File: src/design/urb_pkg.sv
// Shared types, codes and sizes of the UART ring buffer engine.
package urb_pkg;

  localparam int RX_DEPTH = 64;
  localparam int TX_DEPTH = 64;

  localparam int RX_PTR_W = $clog2(RX_DEPTH);
  localparam int TX_PTR_W = $clog2(TX_DEPTH);
  localparam int RX_CNT_W = $clog2(RX_DEPTH + 1);
  localparam int MARK_W = 7;
  localparam int RX_CMP_W = (RX_CNT_W > MARK_W) ? RX_CNT_W : MARK_W;

  localparam logic [RX_PTR_W-1:0] RX_LAST = RX_PTR_W'(RX_DEPTH - 1);
  localparam logic [TX_PTR_W-1:0] TX_LAST = TX_PTR_W'(TX_DEPTH - 1);

  localparam int CMD_W = 3;
  localparam int CFG_IDX_W = 3;
  localparam int CFG_DATA_W = 8;

  typedef enum logic [CMD_W-1:0] {
    CMD_LINE_BYTE  = 3'd0,
    CMD_HOST_READ  = 3'd1,
    CMD_HOST_WRITE = 3'd2,
    CMD_TX_READY   = 3'd3,
    CMD_FLUSH      = 3'd4
  } cmd_t;

  typedef enum logic [CFG_IDX_W-1:0] {
    CFG_RESET_CMD   = 3'd0,
    CFG_STATUS_CMD  = 3'd1,
    CFG_START_CMD   = 3'd2,
    CFG_ABORT_CMD   = 3'd3,
    CFG_LOW_MARK    = 3'd4,
    CFG_RELEASE_MRK = 3'd5
  } cfg_idx_t;

  localparam logic [2:0] EV_NONE        = 3'd0;
  localparam logic [2:0] EV_RESET       = 3'd1;
  localparam logic [2:0] EV_STATUS      = 3'd2;
  localparam logic [2:0] EV_START       = 3'd3;
  localparam logic [2:0] EV_ABORT       = 3'd4;
  localparam logic [2:0] EV_RX_OVERFLOW = 3'd5;
  localparam logic [2:0] EV_TX_OVERFLOW = 3'd6;

  localparam logic [1:0] ST_EMPTY = 2'd0;
  localparam logic [1:0] ST_AVAIL = 2'd1;
  localparam logic [1:0] ST_FULL  = 2'd2;

  localparam logic [7:0] FLOW_FULL_CHAR  = 8'h66;
  localparam logic [7:0] FLOW_AVAIL_CHAR = 8'h61;

  localparam logic [7:0] RESET_CMD_DEF  = 8'd24;
  localparam logic [7:0] STATUS_CMD_DEF = 8'd63;
  localparam logic [7:0] START_CMD_DEF  = 8'd126;
  localparam logic [7:0] ABORT_CMD_DEF  = 8'd33;
  localparam logic [MARK_W-1:0] LOW_MARK_DEF     = 7'd10;
  localparam logic [MARK_W-1:0] RELEASE_MARK_DEF = 7'd20;

  typedef enum logic [1:0] {
    ST_IDLE = 2'd0,
    ST_EXEC = 2'd1,
    ST_DONE = 2'd2
  } state_t;

  // Commands from the controller to the datapath.
  typedef struct packed {
    logic load;
    logic exec;
  } ctrl_t;

endpackage

File: src/design/urb_ctrl.sv
// Controller state machine that sequences one command through the datapath.
module urb_ctrl (
  input  logic           clk,
  input  logic           rst_n,
  input  logic           start,
  output logic           busy,
  output logic           out_valid,
  output urb_pkg::ctrl_t ctrl
);
  import urb_pkg::*;

  state_t state_r;
  state_t state_nxt;
  logic   accept;

  assign accept = start && !busy;

  always_ff @(posedge clk) begin
    if (!rst_n) begin
      state_r <= ST_IDLE;
    end else begin
      state_r <= state_nxt;
    end
  end

  always_comb begin
    state_nxt = state_r;
    unique case (state_r)
      ST_IDLE: state_nxt = start ? ST_EXEC : ST_IDLE;
      ST_EXEC: state_nxt = ST_DONE;
      ST_DONE: state_nxt = start ? ST_EXEC : ST_IDLE;
      default: state_nxt = ST_IDLE;
    endcase
  end

  always_comb begin
    busy      = 1'b0;
    out_valid = 1'b0;
    ctrl.exec = 1'b0;
    unique case (state_r)
      ST_IDLE: begin
      end
      ST_EXEC: begin
        busy      = 1'b1;
        ctrl.exec = 1'b1;
      end
      ST_DONE: begin
        out_valid = 1'b1;
      end
      default: begin
      end
    endcase
    ctrl.load = accept;
  end

endmodule

File: src/design/urb_datapath.sv
// Ring pointers, byte stores, flow control flags and configuration registers.
module urb_datapath (
  input  logic                           clk,
  input  logic                           rst_n,
  input  urb_pkg::ctrl_t                 ctrl,
  input  logic [urb_pkg::CMD_W-1:0]      in_cmd,
  input  logic [7:0]                     in_data,
  input  logic                           cfg_we,
  input  logic [urb_pkg::CFG_IDX_W-1:0]  cfg_idx,
  input  logic [urb_pkg::CFG_DATA_W-1:0] cfg_wdata,
  output logic [6:0]                     out_rx_byte,
  output logic                           out_rx_byte_valid,
  output logic [7:0]                     out_tx_byte,
  output logic                           out_tx_byte_valid,
  output logic [2:0]                     out_event_res,
  output logic [1:0]                     out_rx_status,
  output logic [1:0]                     out_tx_status,
  output logic                           out_rx_full_flag
);
  import urb_pkg::*;

  function automatic logic [RX_PTR_W-1:0] rx_next(input logic [RX_PTR_W-1:0] p);
    return (p == RX_LAST) ? '0 : p + 1'b1;
  endfunction

  function automatic logic [TX_PTR_W-1:0] tx_next(input logic [TX_PTR_W-1:0] p);
    return (p == TX_LAST) ? '0 : p + 1'b1;
  endfunction

  // Free space of the receive ring; an empty ring counts as fully free.
  function automatic logic [RX_CMP_W-1:0] rx_free(input logic [RX_PTR_W-1:0] w,
                                                   input logic [RX_PTR_W-1:0] r);
    logic [RX_CNT_W-1:0] used;
    if (w >= r) begin
      used = RX_CNT_W'(w) - RX_CNT_W'(r);
    end else begin
      used = RX_CNT_W'(w) + RX_CNT_W'(RX_DEPTH) - RX_CNT_W'(r);
    end
    return RX_CMP_W'(RX_CNT_W'(RX_DEPTH) - used);
  endfunction

  logic [7:0] reset_cmd_r, status_cmd_r, start_cmd_r, abort_cmd_r;
  logic [MARK_W-1:0] low_mark_r, release_mark_r;

  logic [CMD_W-1:0] cmd_r;
  logic [7:0]       data_r;

  logic [RX_PTR_W-1:0] rx_w_r, rx_w_nxt, rx_r_r, rx_r_nxt;
  logic [TX_PTR_W-1:0] tx_w_r, tx_w_nxt, tx_r_r, tx_r_nxt;
  logic almost_full_r, almost_full_nxt, reported_r, reported_nxt;

  logic rx_valid_r, rx_valid_nxt;
  logic tx_valid_r, tx_valid_nxt;
  logic tx_from_mem_r, tx_from_mem_nxt;
  logic [7:0] tx_flow_r, tx_flow_nxt;
  logic [2:0] event_r, event_nxt;

  logic [6:0] rx_mem [RX_DEPTH];
  logic [7:0] tx_mem [TX_DEPTH];
  logic [6:0] rx_rd_q;
  logic [7:0] tx_rd_q;

  logic                rx_we, rx_re, tx_we, tx_re;
  logic [RX_PTR_W-1:0] rx_h, rx_t;
  logic [TX_PTR_W-1:0] tx_h, tx_t;

  always_ff @(posedge clk) begin
    if (!rst_n) begin
      reset_cmd_r    <= RESET_CMD_DEF;
      status_cmd_r   <= STATUS_CMD_DEF;
      start_cmd_r    <= START_CMD_DEF;
      abort_cmd_r    <= ABORT_CMD_DEF;
      low_mark_r     <= LOW_MARK_DEF;
      release_mark_r <= RELEASE_MARK_DEF;
    end else if (cfg_we) begin
      unique case (cfg_idx_t'(cfg_idx))
        CFG_RESET_CMD:   reset_cmd_r    <= cfg_wdata[7:0];
        CFG_STATUS_CMD:  status_cmd_r   <= cfg_wdata[7:0];
        CFG_START_CMD:   start_cmd_r    <= cfg_wdata[7:0];
        CFG_ABORT_CMD:   abort_cmd_r    <= cfg_wdata[7:0];
        CFG_LOW_MARK:    low_mark_r     <= cfg_wdata[MARK_W-1:0];
        CFG_RELEASE_MRK: release_mark_r <= cfg_wdata[MARK_W-1:0];
        default: begin
        end
      endcase
    end
  end

  always_ff @(posedge clk) begin
    if (ctrl.load) begin
      cmd_r  <= in_cmd;
      data_r <= in_data;
    end
  end

  assign rx_h = rx_next(rx_w_r);
  assign rx_t = rx_next(rx_r_r);
  assign tx_h = tx_next(tx_w_r);
  assign tx_t = tx_next(tx_r_r);

  always_comb begin
    rx_w_nxt        = rx_w_r;
    rx_r_nxt        = rx_r_r;
    tx_w_nxt        = tx_w_r;
    tx_r_nxt        = tx_r_r;
    almost_full_nxt = almost_full_r;
    reported_nxt    = reported_r;
    rx_valid_nxt    = 1'b0;
    tx_valid_nxt    = 1'b0;
    tx_from_mem_nxt = 1'b0;
    tx_flow_nxt     = '0;
    event_nxt       = EV_NONE;
    rx_we           = 1'b0;
    rx_re           = 1'b0;
    tx_we           = 1'b0;
    tx_re           = 1'b0;
    unique case (cmd_t'(cmd_r))
      CMD_LINE_BYTE: begin
        priority if (data_r == reset_cmd_r) begin
          event_nxt = EV_RESET;
        end else if (data_r == status_cmd_r) begin
          event_nxt = EV_STATUS;
        end else if (data_r == start_cmd_r) begin
          event_nxt = EV_START;
        end else if (data_r == abort_cmd_r) begin
          event_nxt = EV_ABORT;
        end else if (!data_r[7]) begin
          if (rx_h != rx_r_r) begin
            rx_we    = 1'b1;
            rx_w_nxt = rx_h;
          end else begin
            event_nxt = EV_RX_OVERFLOW;
          end
          // The low-mark test runs even when the byte was dropped.
          if (rx_free(rx_w_nxt, rx_r_r) < RX_CMP_W'(low_mark_r)) begin
            almost_full_nxt = 1'b1;
          end
        end else begin
        end
      end
      CMD_HOST_READ: begin
        if (rx_w_r != rx_r_r) begin
          rx_re        = 1'b1;
          rx_valid_nxt = 1'b1;
          rx_r_nxt     = rx_t;
          if (rx_free(rx_w_r, rx_t) > RX_CMP_W'(release_mark_r)) begin
            almost_full_nxt = 1'b0;
          end
        end
      end
      CMD_HOST_WRITE: begin
        if (tx_h != tx_r_r) begin
          tx_we    = 1'b1;
          tx_w_nxt = tx_h;
        end else begin
          event_nxt = EV_TX_OVERFLOW;
        end
      end
      CMD_TX_READY: begin
        if (almost_full_r != reported_r) begin
          tx_valid_nxt = 1'b1;
          tx_flow_nxt  = almost_full_r ? FLOW_FULL_CHAR : FLOW_AVAIL_CHAR;
          reported_nxt = almost_full_r;
        end else if (tx_w_r != tx_r_r) begin
          tx_re           = 1'b1;
          tx_valid_nxt    = 1'b1;
          tx_from_mem_nxt = 1'b1;
          tx_r_nxt        = tx_t;
        end
      end
      CMD_FLUSH: begin
        rx_w_nxt = '0;
        rx_r_nxt = '0;
        tx_w_nxt = '0;
        tx_r_nxt = '0;
      end
      default: begin
      end
    endcase
  end

  always_ff @(posedge clk) begin
    if (!rst_n) begin
      rx_w_r        <= '0;
      rx_r_r        <= '0;
      tx_w_r        <= '0;
      tx_r_r        <= '0;
      almost_full_r <= 1'b0;
      reported_r    <= 1'b0;
    end else if (ctrl.exec) begin
      rx_w_r        <= rx_w_nxt;
      rx_r_r        <= rx_r_nxt;
      tx_w_r        <= tx_w_nxt;
      tx_r_r        <= tx_r_nxt;
      almost_full_r <= almost_full_nxt;
      reported_r    <= reported_nxt;
    end
  end

  always_ff @(posedge clk) begin
    if (ctrl.exec) begin
      rx_valid_r    <= rx_valid_nxt;
      tx_valid_r    <= tx_valid_nxt;
      tx_from_mem_r <= tx_from_mem_nxt;
      tx_flow_r     <= tx_flow_nxt;
      event_r       <= event_nxt;
    end
  end

  always_ff @(posedge clk) begin
    if (ctrl.exec && rx_we) begin
      rx_mem[rx_h] <= data_r[6:0];
    end
    if (ctrl.exec && rx_re) begin
      rx_rd_q <= rx_mem[rx_t];
    end
  end

  always_ff @(posedge clk) begin
    if (ctrl.exec && tx_we) begin
      tx_mem[tx_h] <= data_r;
    end
    if (ctrl.exec && tx_re) begin
      tx_rd_q <= tx_mem[tx_t];
    end
  end

  assign out_rx_byte       = rx_valid_r ? rx_rd_q : '0;
  assign out_rx_byte_valid = rx_valid_r;
  assign out_tx_byte       = tx_from_mem_r ? tx_rd_q : tx_flow_r;
  assign out_tx_byte_valid = tx_valid_r;
  assign out_event_res     = event_r;
  assign out_rx_full_flag  = almost_full_r;

  // Ring status is taken from the pointers after the command has been applied.
  always_comb begin
    priority if (rx_w_r == rx_r_r) begin
      out_rx_status = ST_EMPTY;
    end else if (rx_h == rx_r_r) begin
      out_rx_status = ST_FULL;
    end else begin
      out_rx_status = ST_AVAIL;
    end
  end

  always_comb begin
    priority if (almost_full_r != reported_r) begin
      out_tx_status = ST_AVAIL;
    end else if (tx_w_r == tx_r_r) begin
      out_tx_status = ST_EMPTY;
    end else if (tx_h == tx_r_r) begin
      out_tx_status = ST_FULL;
    end else begin
      out_tx_status = ST_AVAIL;
    end
  end

endmodule

File: src/design/uart_ring_buffers_with_flow_control_unit.sv
// Top level of the UART ring buffer engine with software flow control.
// A command taken at an edge is executed, and its result strobe follows in the
// done state. No new command is taken while one executes; the store read port
// is registered, so each command passes an execute state and a result state.
// A new command is taken in the cycle its predecessor's result is shown.
// Reset (synchronous, active low) empties both rings, clears the flow flags and
// restores the default command bytes and marks; the results cannot be stalled.
module uart_ring_buffers_with_flow_control_unit (
  input  logic                           clk,
  input  logic                           rst_n,
  input  logic                           start,
  output logic                           busy,
  input  logic [urb_pkg::CMD_W-1:0]      in_cmd,
  input  logic [7:0]                     in_data,
  output logic                           out_valid,
  output logic [6:0]                     out_rx_byte,
  output logic                           out_rx_byte_valid,
  output logic [7:0]                     out_tx_byte,
  output logic                           out_tx_byte_valid,
  output logic [2:0]                     out_event_res,
  output logic [1:0]                     out_rx_status,
  output logic [1:0]                     out_tx_status,
  output logic                           out_rx_full_flag,
  input  logic                           cfg_we,
  input  logic [urb_pkg::CFG_IDX_W-1:0]  cfg_idx,
  input  logic [urb_pkg::CFG_DATA_W-1:0] cfg_wdata
);
  import urb_pkg::*;

  ctrl_t ctrl;

  urb_ctrl u_ctrl (
    .clk       (clk),
    .rst_n     (rst_n),
    .start     (start),
    .busy      (busy),
    .out_valid (out_valid),
    .ctrl      (ctrl)
  );

  urb_datapath u_datapath (
    .clk               (clk),
    .rst_n             (rst_n),
    .ctrl              (ctrl),
    .in_cmd            (in_cmd),
    .in_data           (in_data),
    .cfg_we            (cfg_we),
    .cfg_idx           (cfg_idx),
    .cfg_wdata         (cfg_wdata),
    .out_rx_byte       (out_rx_byte),
    .out_rx_byte_valid (out_rx_byte_valid),
    .out_tx_byte       (out_tx_byte),
    .out_tx_byte_valid (out_tx_byte_valid),
    .out_event_res     (out_event_res),
    .out_rx_status     (out_rx_status),
    .out_tx_status     (out_tx_status),
    .out_rx_full_flag  (out_rx_full_flag)
  );

  // Every accepted transfer is executed in the next cycle.
  a_accept_exec: assert property (@(posedge clk) disable iff (!rst_n)
    (start && !busy) |=> busy)
    else $error("accepted command was not executed");

  // Execution is always followed by exactly one result strobe.
  a_exec_result: assert property (@(posedge clk) disable iff (!rst_n)
    busy |=> (out_valid && !busy))
    else $error("execution cycle not followed by a result");

  // A result strobe only follows an execution cycle.
  a_result_source: assert property (@(posedge clk) disable iff (!rst_n)
    out_valid |-> $past(busy))
    else $error("result strobe without a command");

  // A host read never reports an event and empty reads return zero.
  a_rx_byte_zero: assert property (@(posedge clk) disable iff (!rst_n)
    (out_valid && !out_rx_byte_valid) |-> (out_rx_byte == 7'd0))
    else $error("receive byte not zero on an empty read");

  a_rx_valid_no_event: assert property (@(posedge clk) disable iff (!rst_n)
    (out_valid && out_rx_byte_valid) |-> (out_event_res == EV_NONE && !out_tx_byte_valid))
    else $error("host read reported an event or a transmit byte");

endmodule
File: config.mk
export PLATFORM = sky130hd
export DESIGN_NAME = uart_ring_buffers_with_flow_control_unit
export DESIGN_NICKNAME = d
export VERILOG_FILES = /design/src/design/urb_pkg.sv /design/src/design/urb_ctrl.sv /design/src/design/urb_datapath.sv /design/src/design/uart_ring_buffers_with_flow_control_unit.sv
export SDC_FILE = /design/constraint.sdc
export NUM_CORES = 1
export LEC_CHECK = 0
export ABC_AREA = 1
export BUFFER_PORTS_ARGS = -buffer_cell sky130_fd_sc_hd__buf_4
export CAP_MARGIN = 5
export CORE_MARGIN = 8
export CORE_UTILIZATION = 31
export CTS_CLUSTER_DIAMETER = 150
export DETAILED_ROUTE_END_ITERATION = 8
export SYNTH_ARGS = -nofsm -noshare
export SYNTH_HDL_FRONTEND = slang
export SYNTH_SLANG_ARGS = --single-unit
export TNS_END_PERCENT = 50
File: constraint.sdc
create_clock -name clk -period 5.5 [get_ports clk]
set_clock_uncertainty 0.1 [all_clocks]
set_input_delay 0.55 -clock clk [delete_from_list [all_inputs] [get_ports clk]]
set_output_delay 0.55 -clock clk [all_outputs]
set_load 0.01 [all_outputs]
; After elaboration in Yosys (flattened, before gate mapping)
; Memory sizes are Yosys's and may differ from the RTL's. A register that Yosys moved wholly into a read port is not among the register bits.
; Cells that the tools add are included.
; W data, S select, Z words.
[totals]
latch_bits = 0
input_bits = 26
memories = 2
reg_bits = 99
romBits = 0
ramBits = 960
word_cells = 187
[memory_table]
columns = memory, depth, width, rd, rd_clocked_by_memory_dff, wr, line_no
row1 = u_datapath.tx_mem, 64, 8, 1, 1, 1, urb_datapath.sv:59  ; logic [7:0] tx_mem [TX_DEPTH];
row2 = u_datapath.rx_mem, 64, 7, 1, 1, 1, urb_datapath.sv:58  ; logic [6:0] rx_mem [RX_DEPTH];
[op_classes]
mul = 0
add_sub_neg = 12
shift = 0
n_reduce_logical = 28
bitwise = 0
div = 0
order_cmp = 4
n_eq_ne = 39
n_mux = 82
[op_table]
columns = operator, n
row1 = $mux W6, 20
row2 = $mux W7, 11
row3 = $pmux W6 S2, 4
row4 = $eq A8 B8 Y1, 4
row5 = $mux W1, 30
row6 = $add A6 B1 Y6 const B, 4
row7 = $eq A6 B6 Y1, 4
row8 = $eq A6 B6 Y1 const B, 4
row9 = $mux W3, 8
row10 = $ne A6 B6 Y1, 4
row11 = $add A6 B7 Y7 const B, 2
row12 = $reduce_and A2 Y1, 7
row13 = $sub A6 B6 Y7, 2
row14 = $sub A7 B6 Y7, 2
row15 = $sub A7 B7 Y7 const A, 2
row16 = $eq A3 B2 Y1 const B, 4
row17 = $ge A6 B6 Y1, 2
row18 = $ne A2 B2 Y1 const B, 6
row19 = $mux W2, 5
row20 = $ne A2 B1 Y1 const B, 5
row21 = $reduce_and A10 Y1, 1
row22 = $reduce_bool A2 Y1, 5
row23 = $eq A3 B3 Y1 const B, 3
row24 = $reduce_and A3 Y1, 3
row25 = 17 further kinds, 23

; Depth between registers and ports, before layout
[depth]
word_depth = 28
depth_mapped = 38
mapped_depth_nobuf = 37

; Hierarchy
; From an unflattened synthesis, not the netlist that was laid out.
[unflattened]
hier_cells = 4815
hier_area_um2 = 49321.1
[modules_own_cells]
columns = module, cells_per_inst, instances, area_each_um2
row1 = urb_datapath, 4801, 1, 49222.2
row2 = urb_ctrl, 14, 1, 98.8

; Worst setup path before layout
; OpenSTA, ideal clock, no wires.
[synth_timing]
path_type = register to register
startpoint = reg u_datapath.rx_w_r[1]
endpoint = reg u_datapath.almost_full_r, in the netlist u_datapath.out_rx_full_flag
period_less_slack_ns = 4.306
setup_ns = 0.114
path_stages_with_launch = 29
slack_ns = 1.194
t_arrival_ns = 4.093
path_cell_list = dfxtp_1 -> ha_1 -> nand2_2 -> nor2_4 -> inv_1 -> xor2_1 -> nand3_1 -> nor2_8 -> nand2_4 -> buf_8 -> nand2_2 -> nand2_1 -> ha_1 -> fa_1 -> o21ai_0 -> xor2_1 -> nand4_1 -> nor2_1 -> nand2_1 -> nand2_1 -> inv_1 -> ha_1 -> nand4_1 -> a21oi_1 -> o21ai_0 -> nand2_1 -> nor2_1 -> a21oi_1 -> nor2_1
[synth_via]
elab_chain_len = 23
elab_cells_between_ends = 38
classes_between = 9 x add/sub / 4 x order compare / 6 x eq/ne / 18 x mux / 1 x reduce/logical
[synth_lines]
columns = item, line_no
row1 = start: declaration, urb_datapath.sv:48  ; logic [RX_PTR_W-1:0] rx_w_r, rx_w_nxt, rx_r_r, rx_r_nxt;
row2 = start signal: assignment, urb_datapath.sv:191  ; rx_w_r <= rx_w_nxt;
row3 = $add A6 B1 Y6 or $eq A6 B6 Y1 (tied branches), urb_datapath.sv:23  ; return (p == RX_LAST) ? '0 : p + 1'b1;
row4 = $mux W6, urb_datapath.sv:23
row5 = $ne A6 B6 Y1, urb_datapath.sv:128  ; if (rx_h != rx_r_r) begin
row6 = $mux W6, urb_datapath.sv:128
row7 = $mux W6, urb_datapath.sv:127  ; end else if (!data_r[7]) begin
row8 = $mux W6, urb_datapath.sv:125  ; end else if (data_r == abort_cmd_r) begin
row9 = $mux W6, urb_datapath.sv:123  ; end else if (data_r == start_cmd_r) begin
row10 = $mux W6, urb_datapath.sv:121  ; end else if (data_r == status_cmd_r) begin
row11 = [... 7 more ...], n/a
row12 = $mux W7, urb_datapath.sv:123
row13 = $mux W7, urb_datapath.sv:121
row14 = $mux W7, urb_datapath.sv:119  ; priority if (data_r == reset_cmd_r) begin
row15 = $mux W7, urb_datapath.sv:117  ; unique case (cmd_t'(cmd_r))
row16 = $sub A7 B7 Y7, urb_datapath.sv:39  ; return RX_CMP_W'(RX_CNT_W'(RX_DEPTH) - used);
row17 = $lt A7 B7 Y1, urb_datapath.sv:135  ; if (rx_free(rx_w_nxt, rx_r_r) < RX_CMP_W'(low_mark_r)) begin
row18 = $ne A2 B1 Y1 (no source line), n/a
row19 = $reduce_and A10 Y1 (no source line) (*), n/a
row20 = end signal: assignment, urb_datapath.sv:195  ; almost_full_r <= almost_full_nxt;
row21 = end: declaration, urb_datapath.sv:50  ; logic almost_full_r, almost_full_nxt, reported_r, reported_nxt;
; Every way passes the cells marked *; elsewhere a longest branch is shown, timed or not. The select of a mux whose other input is x is not followed.
; A chain may end at the register's enable or synchronous reset.

; Worst setup path after layout
; Same ends and word-level chain as after synthesis.

==> key figures <==
Run status
  – Status: finished, final reports clean

Worst setup path
  – Buf+Inv Stages, Crit Path: 2
  – CP most frequent cell: nand2_1
  – Top Family by Delay on Critical Path: simple AND/OR/NAND/NOR gates
  – RR Startpoint: u_datapath.rx_w_r[1]$_SDFFE_PN0P_
  – Req. time, crit path: 6.05 ns
  – Cells on worst reg2reg path: 29
  – Startpoint types: register
  – Critical path class: reg2reg
  – Critical-path cell with the highest stage delay: dfxtp_1
  – Worst Path Arrival: 5.47 ns
  – Worst path max stage delay: 0.51 ns
  – Crit. End Element: register
  – Setup crit end: u_datapath.out_rx_full_flag$_SDFFE_PN0P_
  – CP Depth: 29
  – Max FO, Critical Path: 15
  – Critical path launch point: u_datapath.rx_w_r[1]$_SDFFE_PN0P_
  – RR Endpoint: u_datapath.out_rx_full_flag$_SDFFE_PN0P_
  – Reg2Reg Setup Slack: 0.58 ns

Synthesis
  – Synthesis-stage register bit count: 1069
  – Ys flop type: edfxtp_1
  – Synth Net Count: 4820
  – Number of synthesized flops with an enable pin: 995
  – Ys async rst share: 0
  – Sequential element share of the synthesized area: 0.6442
  – Post-Synthesis Cells: 4760
  – Avg Cell Area, Syn: 10.23 µm²
  – Yosys cell types: 49
  – Mapped Area: 48680 µm²
  – Warnings from Yosys: 0

Power and ir drop
  – Comb pwr share: 0.025
  – Peak VDD IR: 0.2509 mV
  – Leak: 20.72 nW
  – Clk network pwr share: 0.445
  – Pwr dens: 307.7 nW/µm²
  – P_sw: 0.003561 W
  – Switching part of the total: 0.2112
  – Seq pwr share: 0.530
  – Internal: 0.01329 W

Finish
  – Layout cells sized above 1: 0.06692
  – Nets: 4782
  – Final instance area: 54780 µm²
  – P&R area growth vs syn: 12.53%
  – Most common cell after layout, fill and taps aside: nand2_1
  – Multi-input gate area in the final layout: 14370 µm²
  – Highest-count cells in the layout ignoring fill and taps: nand2_1, nand3_1, edfxtp_1, inv_1, nor2_1
  – Fill cells: 15530
  – Reg area: 31360 µm²
  – # diodes: 0

STA
  – Slew HR: 0.1533
  – Worst hold slack: 0.05328 ns
  – RSZ-0062 raised after global routing: no
  – Hold Fails Final Rpt: 0
  – Measured slew at the worst slew-check pin: 1.269 ns
  – Final min period: 4.917 ns
  – Setup TNS: 0 ns
  – Fmax: 203.4 MHz
  – Final period util: 0.8939
  – Setup violators final: 0
  – Max-slew violation count: 0

Place
  – Placed Instance Area: 51070 µm²
  – PortBufs: 52
  – Post-DP HPWL: 75970 µm
  – Gpl congestion: 0.8513

Clock network
  – Post_cts resized: 0
  – Inserted Clock Buffers: 107
  – CTS tree: yes
  – Post-CTS setup repair buffer count: 0
  – H-tree depth: 3
  – Worst-path clk slew: 0.06 ns
  – Root Buffer: clkbuf_16
  – Max Buffers Root-to-Sink: 3
  – Num Clock Sinks: 1069
  – Clk_lat worst skew: 0.71 ns

Floorplan
  – Starting Density: 0.3120
  – Die width: 412.3 µm
  – Die area: 170000 µm²
  – # IOs: 53
  – Row Count: 145
  – Die Height: 412.3 µm
  – CORE AREA: 156000 µm²

Route
  – Via density: 4.959
  – Antenna Nets Post-Route: 0
  – DR pass1 iterations: 5
  – Final WL: 131600 µm
  – DRC: 0
  – Initial drt markers: 3507
  – DR WL/cell: 19.16 µm
  – Via count: 34070

Global routing
  – Aggregate global-route resource usage: 0.1503
  – Largest net degree at the start of global routing: 225
  – Total gr overflow: 0
  – Global-route wire length before repair: 200600 µm
  – Initial antenna violation count: 0
  – Number of global-route vias before repair: 33000

Run
  – Max Cap Viol: 0

Worst hold path
  – Hold WC Path Type: in2reg
==> flip-flops by register name, indices dropped and copies added, names as in the netlist, 7 cells and up <==
| name | count |
|---|---|
| u_datapath.tx_mem | 512 |
| u_datapath.rx_mem | 448 |
| u_datapath.abort_cmd_r | 8 |
| u_datapath.data_r | 8 |
| u_datapath.reset_cmd_r | 8 |
| u_datapath.start_cmd_r | 8 |
| u_datapath.status_cmd_r | 8 |
| u_datapath.tx_rd_q | 8 |
| u_datapath.low_mark_r | 7 |
| u_datapath.release_mark_r | 7 |
| u_datapath.rx_rd_q | 7 |
==> how the worst min path moves through the flow <==
stage	cells after the start	endpoint	slack (ns)	from
6_report	3	u_datapath.abort_cmd_r[0]$_SDFFE_PN1P_	0.05	cfg_wdata[0]
3_3_place_gp	1	u_ctrl.state_r[0]$_SDFF_PN0_	0.34	u_ctrl.state_r[0]$_SDFF_PN0_
4_1_cts	3	u_datapath.start_cmd_r[1]$_SDFFE_PN1P_	0.01	cfg_wdata[1]
3_5_place_dp	1	u_ctrl.state_r[0]$_SDFF_PN0_	0.35	u_ctrl.state_r[0]$_SDFF_PN0_
5_1_grt	3	u_datapath.start_cmd_r[1]$_SDFFE_PN1P_	0.03	cfg_wdata[1]
2_1_floorplan	1	u_ctrl.state_r[0]$_SDFF_PN0_	0.32	u_ctrl.state_r[0]$_SDFF_PN0_
==> timing repair <==
action | 4_1_cts | 5_1_grt
hold buffers | 15 | 0
endpoints found under the setup margin | 0 | 0
endpoints found under the hold margin | 21 | 0
==> logic make-up after synthesis <==
logic type,count (synthesis),synth area share
compound gates,111,0.01267
xor+xnor,60,0.01079
fa+ha+maj,34,0.009047
buf+inv,779,0.06266
flops,1069,0.6442
simple gates,2707,0.2606
==> power by group through the flow <==
stage          registers (W)  logic (W)  clock network [W]
2_1_floorplan        0.00917   0.000159                  0
3_3_place_gp         0.00911   0.000415                  0
4_1_cts              0.00893   0.000431            0.00762
3_5_place_dp         0.00911   0.000421                  0
5_1_grt              0.00893   0.000468            0.00793
6_report             0.00893   0.000427            0.00749
==> Yosys cell counts, types with 2 or more instances <==
cell      instances  area, µm²
or2_2             3      18.77
clkbuf_2          2      10.01
nand4_4           3      63.81
a22oi_1           4      30.03
a31oi_1           2      12.51
nand3b_1        250       1877
buf_1            51      191.4
nand4_1          23      143.9
nor2_4            2      22.52
buf_2            75      375.4
xnor2_1          10      87.58
nand3_1        1026       5135
nand2_2          14      87.58
dfxtp_1          74       1481
ha_1             32      400.4
xor2_1           50      437.9
and2_1            4      25.02
clkinv_1          3      11.26
fa_1              2      40.04
nor3_1            7      35.03
nor2_8            2      40.04
o21bai_1          4      30.03
nand3_2           5      50.05
nand2_1        1098       4121
clkbuf_1        134      503.0
a21oi_1          49      245.2
o211ai_1          5      37.54
inv_1           505       1896
nand2_4           2      22.52
nor2_2            3      18.77
o21ai_0          39      195.2
inv_2             4      15.01
nor2_1          261      979.7
buf_4             3      22.52
edfxtp_1        995      29880
==> worst reg2reg max path, delay by kind of cell, from the launching register on <==
kind	cells	cell delay, ns
AO/OA/AOI/OAI	4	0.71
XOR/XNOR	1	0.30
AND/OR/NAND/NOR	18	1.94
buffers and inverters	2	0.11
adder cells (fa/ha/maj)	4	1.22
flip-flops	1	0.51
==> per-layer routing <==
layer,global-route usage,vias up,share of wire
met1,0.2058,16580,0.44
met4,0.04740,0,0.031
met3,0.02391,230,0.065
met5,0,-,0
met2,0.2447,1138,0.47
li1,-,16120,-
==> cell type report <==
cell class | count | share of cell area
clock buffer | 133 | 0.05251
clock inverter | 66 | 0.01258
inverter | 512 | 0.03538
multi-input combinational | 2912 | 0.2622
sequential | 1069 | 0.5725
tap | 2058 | 0.04700
timing repair buffer | 120 | 0.01782
==> stage by stage <==
stage / setup WS, ns / power (W) / utilization / instances
floorplan: 1.194 / 0.009326 / - / 4760
global placement: 0.6071 / 0.009522 / 0.3273 / 6656
detailed placement: 0.5873 / 0.009530 / 0.3273 / 6656
CTS: 0.5743 / 0.01699 / 0.3511 / 6870
global route: 0.07798 / 0.01733 / 0.3511 / 6870
finish: 0.5835 / 0.01686 / 0.3511 / 6870
(Power assumes the default switching activity.)
